### src/hdl/pplmg_pkg.sv
// ----------------------------------------------------------------------------
// pplmg_pkg
// shared types and constants of the ping-pong line motion generator
// ----------------------------------------------------------------------------
package pplmg_pkg;

    localparam int unsigned JUMP_BACK_DEFAULT = 0;

    localparam int unsigned CFG_INDEX_W = 4;
    localparam int unsigned CFG_DATA_W  = 32;

    localparam logic [CFG_INDEX_W-1:0] REG_START_X      = 4'd0;
    localparam logic [CFG_INDEX_W-1:0] REG_START_Y      = 4'd1;
    localparam logic [CFG_INDEX_W-1:0] REG_START_Z      = 4'd2;
    localparam logic [CFG_INDEX_W-1:0] REG_END_X        = 4'd3;
    localparam logic [CFG_INDEX_W-1:0] REG_END_Y        = 4'd4;
    localparam logic [CFG_INDEX_W-1:0] REG_END_Z        = 4'd5;
    localparam logic [CFG_INDEX_W-1:0] REG_HALF_PERIOD  = 4'd6;
    localparam logic [CFG_INDEX_W-1:0] REG_REPEAT_COUNT = 4'd7;

    localparam logic [23:0] HALF_PERIOD_RESET  = 24'd1000000;
    localparam logic [15:0] REPEAT_COUNT_RESET = 16'hFFFF;
    localparam logic [15:0] REPEAT_ENDLESS     = 16'hFFFF;
    localparam logic [16:0] PASSES_ENDLESS     = 17'h1FFFF;

    // remainder unit width: phase plus elapsed time
    localparam int unsigned REM_W = 26;

    typedef enum logic [1:0] {
        AXIS_X,
        AXIS_Y,
        AXIS_Z
    } axis_t;

    typedef struct packed {
        logic  vld;
        axis_t axis;
    } lerp_tag_t;

endpackage

### src/hdl/pplmg_cmpsub.sv
// ----------------------------------------------------------------------------
// pplmg_cmpsub
// shared compare-and-subtract step of the modulo and divide iterations
// ----------------------------------------------------------------------------
module pplmg_cmpsub (
    input  logic [pplmg_pkg::REM_W-1:0] cur,
    input  logic [pplmg_pkg::REM_W-1:0] divisor,
    output logic                        ge,
    output logic [pplmg_pkg::REM_W-1:0] rem
);

    logic [pplmg_pkg::REM_W:0] diff;

    assign diff = {1'b0, cur} - {1'b0, divisor};
    assign ge   = ~diff[pplmg_pkg::REM_W];
    assign rem  = ge ? diff[pplmg_pkg::REM_W-1:0] : cur;

endmodule

### src/hdl/pplmg_lerp.sv
// ----------------------------------------------------------------------------
// pplmg_lerp
// three-stage interpolation pipe: a + floor((b - a) * t / 65536)
// ----------------------------------------------------------------------------
module pplmg_lerp (
    input  logic                 clk,
    input  logic                 rst_n,
    input  logic signed [31:0]   a,
    input  logic signed [31:0]   b,
    input  logic [16:0]          t,
    input  pplmg_pkg::lerp_tag_t tag_in,
    output logic signed [31:0]   pos,
    output pplmg_pkg::lerp_tag_t tag_out
);

    logic signed [32:0]   d_reg;
    logic signed [31:0]   a1_reg;
    logic signed [50:0]   prod_reg;
    logic signed [31:0]   a2_reg;
    logic signed [31:0]   pos_reg;
    pplmg_pkg::lerp_tag_t tag1_reg;
    pplmg_pkg::lerp_tag_t tag2_reg;
    pplmg_pkg::lerp_tag_t tag3_reg;

    logic signed [32:0]   d_next;
    logic signed [50:0]   prod_next;
    logic signed [31:0]   pos_next;

    assign d_next    = $signed({b[31], b}) - $signed({a[31], a});
    assign prod_next = d_reg * $signed({1'b0, t});
    // arithmetic shift by 16 keeps the floor for negative products
    assign pos_next  = a2_reg + $signed(prod_reg[47:16]);

    always_ff @(posedge clk or negedge rst_n)
    begin
        if (!rst_n)
        begin
            tag1_reg <= '0;
            tag2_reg <= '0;
            tag3_reg <= '0;
        end
        else
        begin
            tag1_reg <= tag_in;
            tag2_reg <= tag1_reg;
            tag3_reg <= tag2_reg;
        end
    end

    always_ff @(posedge clk)
    begin
        d_reg    <= d_next;
        a1_reg   <= a;
        prod_reg <= prod_next;
        a2_reg   <= a1_reg;
        pos_reg  <= pos_next;
    end

    assign pos     = pos_reg;
    assign tag_out = tag3_reg;

endmodule

### src/hdl/ping_pong_line_motion_generator.sv
// ----------------------------------------------------------------------------
// ping_pong_line_motion_generator
// point moving back and forth along a 3d line, one position per time tick
// ----------------------------------------------------------------------------
// sequence: an input transfer runs the modulo steps, a setup step, the divide
//   steps, the interpolation and the output load; the modulo and divide steps
//   share the compare-subtract unit; an exhausted pass count skips to the load
// flow: ticks are taken one at a time; a held result does not block the next tick
// reset: registers take their documented defaults, motion restarts at phase 0
// ----------------------------------------------------------------------------
module ping_pong_line_motion_generator #(
    parameter int unsigned JUMP_BACK = pplmg_pkg::JUMP_BACK_DEFAULT
) (
    input  logic                                clk,
    input  logic                                rst_n,
    input  logic                                cfg_write_en,
    input  logic [pplmg_pkg::CFG_INDEX_W-1:0]   cfg_index,
    input  logic [pplmg_pkg::CFG_DATA_W-1:0]    cfg_data,
    input  logic                                in_valid,
    output logic                                in_ready,
    input  logic [23:0]                         elapsed_time,
    output logic                                out_valid,
    input  logic                                out_ready,
    output logic signed [31:0]                  pos_x,
    output logic signed [31:0]                  pos_y,
    output logic signed [31:0]                  pos_z,
    output logic                                position_valid,
    output logic                                finished
);

    typedef enum logic [2:0] {
        S_IDLE,
        S_MOD,
        S_PREP,
        S_DIV,
        S_MUL,
        S_OUT
    } state_t;

    localparam logic [4:0] MOD_LAST = 5'(pplmg_pkg::REM_W - 1);
    localparam logic [4:0] DIV_LAST = 5'd16;
    localparam logic [4:0] MUL_FEED = 5'd3;

    state_t state_reg, state_next;

    logic [31:0] start_x_reg, start_x_next;
    logic [31:0] start_y_reg, start_y_next;
    logic [31:0] start_z_reg, start_z_next;
    logic [31:0] end_x_reg, end_x_next;
    logic [31:0] end_y_reg, end_y_next;
    logic [31:0] end_z_reg, end_z_next;
    logic [23:0] half_reg, half_next;
    logic [15:0] repeat_reg, repeat_next;

    logic [24:0] phase_reg, phase_next;
    logic        fwd_reg, fwd_next;
    logic [16:0] passes_reg, passes_next;

    logic [pplmg_pkg::REM_W-1:0] sum_reg, sum_next;
    logic [24:0] rem_reg, rem_next;
    logic [16:0] quot_reg, quot_next;
    logic [4:0]  cnt_reg, cnt_next;
    logic        fin_reg, fin_next;
    logic [31:0] res_x_reg, res_x_next;
    logic [31:0] res_y_reg, res_y_next;
    logic [31:0] res_z_reg, res_z_next;

    logic        out_valid_reg, out_valid_next;
    logic [31:0] pos_x_reg, pos_x_next;
    logic [31:0] pos_y_reg, pos_y_next;
    logic [31:0] pos_z_reg, pos_z_next;
    logic        pv_reg, pv_next;
    logic        fin_out_reg, fin_out_next;

    logic [23:0] h;
    logic [24:0] period;
    logic        endless;
    logic        dir;
    logic [24:0] num;
    logic        in_xfer;
    logic        out_load;

    logic [pplmg_pkg::REM_W-1:0] cs_cur;
    logic [pplmg_pkg::REM_W-1:0] cs_div;
    logic                        cs_ge;
    logic [pplmg_pkg::REM_W-1:0] cs_rem;

    logic signed [31:0]   lerp_a;
    logic signed [31:0]   lerp_b;
    logic signed [31:0]   lerp_pos;
    pplmg_pkg::lerp_tag_t lerp_tag_in;
    pplmg_pkg::lerp_tag_t lerp_tag_out;

    assign h       = (half_reg == '0) ? 24'd1 : half_reg;
    assign period  = {h, 1'b0};
    assign endless = (passes_reg == pplmg_pkg::PASSES_ENDLESS);
    assign dir     = (phase_reg <= {1'b0, h});
    assign num     = dir ? phase_reg
                   : ((JUMP_BACK != 0) ? (phase_reg - {1'b0, h}) : (period - phase_reg));
    assign in_ready = (state_reg == S_IDLE);
    assign in_xfer  = in_valid && in_ready;
    assign out_load = (state_reg == S_OUT) && (!out_valid_reg || out_ready);

    // shared compare-subtract: modulo by the period, then divide by the half period
    always_comb
    begin
        if (state_reg == S_DIV)
        begin
            cs_div = {2'b00, h};
            cs_cur = (cnt_reg == DIV_LAST) ? {1'b0, rem_reg} : {rem_reg, 1'b0};
        end
        else
        begin
            cs_div = {1'b0, period};
            cs_cur = {rem_reg, sum_reg[pplmg_pkg::REM_W-1]};
        end
    end

    pplmg_cmpsub u_cmpsub (
        .cur     (cs_cur),
        .divisor (cs_div),
        .ge      (cs_ge),
        .rem     (cs_rem)
    );

    always_comb
    begin
        lerp_tag_in.vld  = (state_reg == S_MUL) && (cnt_reg < MUL_FEED);
        lerp_tag_in.axis = pplmg_pkg::AXIS_X;
        lerp_a           = $signed(start_x_reg);
        lerp_b           = $signed(end_x_reg);
        case (cnt_reg[1:0])
            2'd1:
            begin
                lerp_tag_in.axis = pplmg_pkg::AXIS_Y;
                lerp_a           = $signed(start_y_reg);
                lerp_b           = $signed(end_y_reg);
            end
            2'd2:
            begin
                lerp_tag_in.axis = pplmg_pkg::AXIS_Z;
                lerp_a           = $signed(start_z_reg);
                lerp_b           = $signed(end_z_reg);
            end
            default:
            begin
                lerp_tag_in.axis = pplmg_pkg::AXIS_X;
            end
        endcase
    end

    pplmg_lerp u_lerp (
        .clk     (clk),
        .rst_n   (rst_n),
        .a       (lerp_a),
        .b       (lerp_b),
        .t       (quot_reg),
        .tag_in  (lerp_tag_in),
        .pos     (lerp_pos),
        .tag_out (lerp_tag_out)
    );

    always_comb
    begin
        state_next     = state_reg;
        start_x_next   = start_x_reg;
        start_y_next   = start_y_reg;
        start_z_next   = start_z_reg;
        end_x_next     = end_x_reg;
        end_y_next     = end_y_reg;
        end_z_next     = end_z_reg;
        half_next      = half_reg;
        repeat_next    = repeat_reg;
        phase_next     = phase_reg;
        fwd_next       = fwd_reg;
        passes_next    = passes_reg;
        sum_next       = sum_reg;
        rem_next       = rem_reg;
        quot_next      = quot_reg;
        cnt_next       = cnt_reg;
        fin_next       = fin_reg;
        res_x_next     = res_x_reg;
        res_y_next     = res_y_reg;
        res_z_next     = res_z_reg;
        out_valid_next = out_valid_reg;
        pos_x_next     = pos_x_reg;
        pos_y_next     = pos_y_reg;
        pos_z_next     = pos_z_reg;
        pv_next        = pv_reg;
        fin_out_next   = fin_out_reg;

        // register writes restart the motion
        if (cfg_write_en && (cfg_index <= pplmg_pkg::REG_REPEAT_COUNT))
        begin
            case (cfg_index)
                pplmg_pkg::REG_START_X:      start_x_next = cfg_data;
                pplmg_pkg::REG_START_Y:      start_y_next = cfg_data;
                pplmg_pkg::REG_START_Z:      start_z_next = cfg_data;
                pplmg_pkg::REG_END_X:        end_x_next   = cfg_data;
                pplmg_pkg::REG_END_Y:        end_y_next   = cfg_data;
                pplmg_pkg::REG_END_Z:        end_z_next   = cfg_data;
                pplmg_pkg::REG_HALF_PERIOD:  half_next    = cfg_data[23:0];
                pplmg_pkg::REG_REPEAT_COUNT: repeat_next  = cfg_data[15:0];
                default:                     start_x_next = start_x_reg;
            endcase
            phase_next  = '0;
            fwd_next    = 1'b0;
            passes_next = (repeat_next == pplmg_pkg::REPEAT_ENDLESS)
                        ? pplmg_pkg::PASSES_ENDLESS : {1'b0, repeat_next} + 17'd1;
        end

        // lerp results land by axis
        if (lerp_tag_out.vld)
        begin
            case (lerp_tag_out.axis)
                pplmg_pkg::AXIS_X: res_x_next = lerp_pos;
                pplmg_pkg::AXIS_Y: res_y_next = lerp_pos;
                pplmg_pkg::AXIS_Z: res_z_next = lerp_pos;
                default:           res_x_next = res_x_reg;
            endcase
        end

        if (out_valid_reg && out_ready)
        begin
            out_valid_next = 1'b0;
        end

        case (state_reg)
            S_IDLE:
            begin
                if (in_xfer)
                begin
                    if (!endless && (passes_reg == '0))
                    begin
                        fin_next   = 1'b1;
                        state_next = S_OUT;
                    end
                    else
                    begin
                        sum_next   = {1'b0, phase_reg} + {2'b00, elapsed_time};
                        rem_next   = '0;
                        cnt_next   = MOD_LAST;
                        state_next = S_MOD;
                    end
                end
            end
            S_MOD:
            begin
                rem_next = cs_rem[24:0];
                sum_next = {sum_reg[pplmg_pkg::REM_W-2:0], 1'b0};
                cnt_next = cnt_reg - 5'd1;
                if (cnt_reg == '0)
                begin
                    phase_next = cs_rem[24:0];
                    state_next = S_PREP;
                end
            end
            S_PREP:
            begin
                rem_next   = num;
                quot_next  = '0;
                cnt_next   = DIV_LAST;
                fin_next   = 1'b0;
                state_next = S_DIV;
                if (dir != fwd_reg)
                begin
                    fwd_next = dir;
                    if (!endless)
                    begin
                        passes_next = passes_reg - 17'd1;
                        if (passes_reg == 17'd1)
                        begin
                            fin_next   = 1'b1;
                            state_next = S_OUT;
                        end
                    end
                end
            end
            S_DIV:
            begin
                rem_next  = cs_rem[24:0];
                quot_next = {quot_reg[15:0], cs_ge};
                cnt_next  = cnt_reg - 5'd1;
                if (cnt_reg == '0)
                begin
                    state_next = S_MUL;
                end
            end
            S_MUL:
            begin
                cnt_next = cnt_reg + 5'd1;
                if (lerp_tag_out.vld && (lerp_tag_out.axis == pplmg_pkg::AXIS_Z))
                begin
                    state_next = S_OUT;
                end
            end
            S_OUT:
            begin
                if (out_load)
                begin
                    out_valid_next = 1'b1;
                    pv_next        = !fin_reg;
                    fin_out_next   = fin_reg;
                    pos_x_next     = fin_reg ? '0 : res_x_reg;
                    pos_y_next     = fin_reg ? '0 : res_y_reg;
                    pos_z_next     = fin_reg ? '0 : res_z_reg;
                    state_next     = S_IDLE;
                end
            end
            default:
            begin
                state_next = S_IDLE;
            end
        endcase

        if (state_reg == S_DIV && cnt_reg == '0)
        begin
            cnt_next = '0;
        end
    end

    always_ff @(posedge clk or negedge rst_n)
    begin
        if (!rst_n)
        begin
            state_reg     <= S_IDLE;
            start_x_reg   <= '0;
            start_y_reg   <= '0;
            start_z_reg   <= '0;
            end_x_reg     <= '0;
            end_y_reg     <= '0;
            end_z_reg     <= '0;
            half_reg      <= pplmg_pkg::HALF_PERIOD_RESET;
            repeat_reg    <= pplmg_pkg::REPEAT_COUNT_RESET;
            phase_reg     <= '0;
            fwd_reg       <= 1'b0;
            passes_reg    <= pplmg_pkg::PASSES_ENDLESS;
            sum_reg       <= '0;
            rem_reg       <= '0;
            quot_reg      <= '0;
            cnt_reg       <= '0;
            fin_reg       <= 1'b0;
            res_x_reg     <= '0;
            res_y_reg     <= '0;
            res_z_reg     <= '0;
            out_valid_reg <= 1'b0;
            pos_x_reg     <= '0;
            pos_y_reg     <= '0;
            pos_z_reg     <= '0;
            pv_reg        <= 1'b0;
            fin_out_reg   <= 1'b0;
        end
        else
        begin
            state_reg     <= state_next;
            start_x_reg   <= start_x_next;
            start_y_reg   <= start_y_next;
            start_z_reg   <= start_z_next;
            end_x_reg     <= end_x_next;
            end_y_reg     <= end_y_next;
            end_z_reg     <= end_z_next;
            half_reg      <= half_next;
            repeat_reg    <= repeat_next;
            phase_reg     <= phase_next;
            fwd_reg       <= fwd_next;
            passes_reg    <= passes_next;
            sum_reg       <= sum_next;
            rem_reg       <= rem_next;
            quot_reg      <= quot_next;
            cnt_reg       <= cnt_next;
            fin_reg       <= fin_next;
            res_x_reg     <= res_x_next;
            res_y_reg     <= res_y_next;
            res_z_reg     <= res_z_next;
            out_valid_reg <= out_valid_next;
            pos_x_reg     <= pos_x_next;
            pos_y_reg     <= pos_y_next;
            pos_z_reg     <= pos_z_next;
            pv_reg        <= pv_next;
            fin_out_reg   <= fin_out_next;
        end
    end

    assign out_valid      = out_valid_reg;
    assign pos_x          = $signed(pos_x_reg);
    assign pos_y          = $signed(pos_y_reg);
    assign pos_z          = $signed(pos_z_reg);
    assign position_valid = pv_reg;
    assign finished       = fin_out_reg;

endmodule

### config.mk
export PLATFORM = sky130hd
export DESIGN_NAME = ping_pong_line_motion_generator
export DESIGN_NICKNAME = d
export VERILOG_FILES = /design/src/hdl/pplmg_pkg.sv /design/src/hdl/pplmg_cmpsub.sv /design/src/hdl/pplmg_lerp.sv /design/src/hdl/ping_pong_line_motion_generator.sv
export SDC_FILE = /design/constraint.sdc
export NUM_CORES = 2
export LEC_CHECK = 0
export BUFFER_PORTS_ARGS = -buffer_cell sky130_fd_sc_hd__buf_2
export CORE_ASPECT_RATIO = 0.9
export CORE_MARGIN = 5
export CORE_UTILIZATION = 50
export DETAILED_ROUTE_END_ITERATION = 8
export GPL_TIMING_DRIVEN = 0
export PLACE_DENSITY = 0.71
export SLEW_MARGIN = 5
export SYNTH_ARGS = -nofsm -noshare
export SYNTH_HDL_FRONTEND = slang
export SYNTH_SLANG_ARGS = --single-unit
### constraint.sdc
create_clock -name clk -period 5.9 [get_ports clk]
set_input_delay 0.59 -clock clk [delete_from_list [all_inputs] [get_ports clk]]
set_output_delay 0.59 -clock clk [all_outputs]
set_load 0.02 [all_outputs]
==> summary.md <==
| Metric | Value |
|---|---|
| Startpoint types | `flip-flop` |
| DR vias | `41343` |
| WS Path Type | `flip-flop to flip-flop` |
| Rel. slew slack | `0.293` |
| Req. time, crit path | `6410 ps` |
| Die height | `321 um` |
| CP delay by family, top | `adder cells` |
| Maximum Capacitance Violations | `0` |
| Reg2Reg Depth | `24` |
| Max stage delay cell, worst path | `fa_2` |
| Tmin final | `6620 ps` |
| Post-synth ARST share | `0.775` |
| I/O pins | `165` |
| Most frequent cells in the layout | `737 x inv_1, 570 x nand2_1, 510 x fa_1` |
| Vias in the first global route | `41545` |
| EDFF count, synth | `0` |
| Number of synthesized register bits | `717` |
| Synth top area share | `0.240` |
| Area delta synth->final | `12.8%` |
| Max stage delay on crit path | `580 ps` |
| Worst EP arrival | `7120 ps` |
| Post-detail-place hpwl | `122000 um` |
| Synthesized area | `0.0539 sq mm` |
| TritonCTS buffer count | `70` |
| Top FF cell, synth | `dfrtp_1` |
| Critical path peak fanout | `7` |
| Layout Cells excl Fill | `7311` |
| Die area | `approximately 0.11 sq mm` |
| Layout cells sized above 1 | `0.167` |
| First-pass GRT wire length | `~240000 um` |
| CTS tree | `done` |
| Fin area | `0.0608 sq mm` |
| Clock transition at path regs | `70 ps` |
| Biggest area consumer among synthesized cells | `dfrtp_1` |
| Layout fillers | `a little over 9000` |
| Post-Syn Instances | `roughly 5500` |
| Final Wtd Congestion | `0.991` |
| Most common cell after layout, fill and taps aside | `inv_1` |
| Hold Crit Start | `cfg_data[0]` |
| Distinct cells, synth | `96` |
| Synth warn | `0` |
| Sequential share of the synthesized area | `0.319` |
| Status | `finished, violations left` |
| Peak Freq | `151 MHz` |
| Placed cells | `7120` |
| I/O Buffers | `156` |
| Hold depth | `3` |
| Unrepaired setup endpoints after global routing | `true` |
| Starting DRT DRC Count | `3686` |
| First-pass detailed-route iteration total | `6` |
| Most Frequent Cell on Critical Path | `fa_1` |
| Synth area leaders | `dfrtp_1 24%, fa_1 19%, mux2_2 6.8%` |
| Post-layout util | `0.566` |
| Wire length per cell | `21.6 um` |
| Final setup margin | `-718 ps` |
| Reg2reg start | `quot_reg[3]` |
| Max-slew violations | `0` |
| Worst Path Buf+Inv | `6` |
| Failing checks | `setup timing` |
| Final setup fails | `23` |
| Starting Density | `0.502` |
| Worst Hold Slack | `between 300 and 400 ps` |
| Total track usage | `0.276` |
| Largest register FFs | `33` |
| Critical-path cell list | `clkbuf_16 -> and2_1 -> fa_1 -> inv_1 -> fa_1 -> fa_1 -> inv_1 -> fa_1 -> fa_1 -> inv_1 -> fa_2 -> inv_1 -> ha_4 -> nand3_2 -> nor2_2 -> o211ai_1 -> o21ai_4 -> a221o_2 -> a21bo_4 -> a21oi_4 -> buf_12 -> o41ai_4 -> a21oi_1 -> xnor2_1` |
| CORE AREA | `0.107 sq mm` |
| GRT overflow | `0` |
| Syn avg cell area | `roughly 9.8 sq um` |
| CTS Root Cell | `clkbuf_16` |
| Placed Area | `between 0.05 and 0.06 sq mm` |
| Fin crit share | `1.12` |
| Row cnt | `114` |
| Crit Reg-Reg Endpoint | `u_lerp.prod_reg[47]` |
| Chip Width | `around 360 um` |
| Syn nets | `6376` |
| Antenna-violating nets left | `0` |
| Worst Tran Pin Value | `1060 ps` |
| Nets | `6661` |
| H-tree levels | `3` |
| Final worst clock skew | `27.9 ps` |
| Sink Count | `717` |
| WL final | `158000 um` |
| Final Hold Fails | `0` |
| Min-Delay Endpoint | `repeat_reg[0]` |
| Maximum root-to-sink buffer count | `3` |
| Via-to-Cell Ratio | `5.65` |
| Largest net degree at the start of global routing | `approximately 120` |
| Drc violations | `0` |
| Reg2Reg Setup Slack | `-720 ps` |
| Initial antenna violation count | `9` |
| Endpoint class of the critical path | `flip-flop` |
| Worst hold-check path type | `input port to flip-flop` |
| Skew-Pair Late Insertion Delay | `630 ps` |
-- synth_stat cells, types with 24 or more instances --
cell / number
a21o_1: 95
a21oi_1: 196
a22oi_1: 74
a31oi_1: 24
and2_1: 320
buf_1: 25
clkbuf_1: 242
dfrtp_1: 516
dfstp_2: 40
dfxtp_1: 161
fa_1: 520
ha_1: 282
inv_1: 746
mux2_2: 326
mux2i_1: 62
nand2_1: 573
nand2b_1: 122
nand3_1: 77
nor2_1: 232
nor3_1: 45
o21a_1: 43
o21ai_0: 277
xnor2_1: 111
xor2_1: 50
-- what timing repair did --
action / CTS / global route
endpoints found under the hold margin: 11 / 0
hold buffers: 1 / 0
buffers inserted: 45 / 14
setup endpoints to repair: 34 / 45
pin swaps: 30 / 18
gates resized for setup: 236 / 52
cloned: 0 / 0
-- layout make-up --
class                   instances  area (sq um)  area share
clock buffers                  92          2060      0.0339
plain buffers                 277          1600      0.0264
clock inverters                37           463     0.00762
diodes                         10          25.0    0.000412
well taps                    1450          1810      0.0299
flip-flops and latches        717         17200       0.284
multi-input cells            3761         33300       0.548
repair buffers                220          1420      0.0234
inverters                     747          2800      0.0462
-- per-stage QoR --
stage | setup TNS, ps | setup slack, ps
2_1_floorplan | -10.2 | -7.30
3_3_place_gp | -3934490 | -7390
3_5_place_dp | -39400 | -1980
4_1_cts | -8900 | -675
5_1_grt | -14180 | -853
6_report | -10030 | -718
-- worst register-to-register path, stage by stage (launching register included) --
cell and delay [ps]:
dfrtp_2 460, clkbuf_16 190, and2_1 160, fa_1 550, inv_1 70, fa_1 500, fa_1 510, inv_1 60
fa_1 480, fa_1 480, inv_1 50, fa_2 580, inv_1 90, ha_4 290, nand3_2 100, nor2_2 130
o211ai_1 150, o21ai_4 260, a221o_2 320, a21bo_4 220, a21oi_4 90, buf_12 150, o41ai_4 360, a21oi_1 150
xnor2_1 140
-- routing by layer --
metal  vias to the layer above  routed length [um]  GRT usage
met2                      1664               69600      0.416
met4                         2                5440     0.0894
met3                       306               14300     0.0661
li1                      18503                   -          -
met1                     20868               68700      0.394
met5                         -                  35          0
-- cell families after synthesis --
family | count (synthesis) | synth area share
AND/OR/NAND/NOR | 1496 | 0.135
buffers and inverters | 1031 | 0.0728
AO/OA/AOI/OAI | 912 | 0.108
adder cells (fa/ha/maj) | 802 | 0.259
flip-flops | 717 | 0.319
multiplexers | 390 | 0.0803
XOR/XNOR | 161 | 0.0262
-- how the worst max path moves through the flow --
stage	start	end	slack [ps]	cells past startpoint
2_1_floorplan	quot_reg[6]	u_lerp.prod_reg[31]	-7	21
4_1_cts	quot_reg[3]	u_lerp.prod_reg[45]	-680	25
3_3_place_gp	rst_n	pos_x[10]	-7390	1
5_1_grt	quot_reg[8]	u_lerp.prod_reg[47]	-850	25
6_report	quot_reg[3]	u_lerp.prod_reg[47]	-720	24
3_5_place_dp	quot_reg[13]	u_lerp.prod_reg[47]	-1980	23
Power is not shown: default switching activity piles up to over one toggle a cycle in this logic, so the estimate is an artifact.
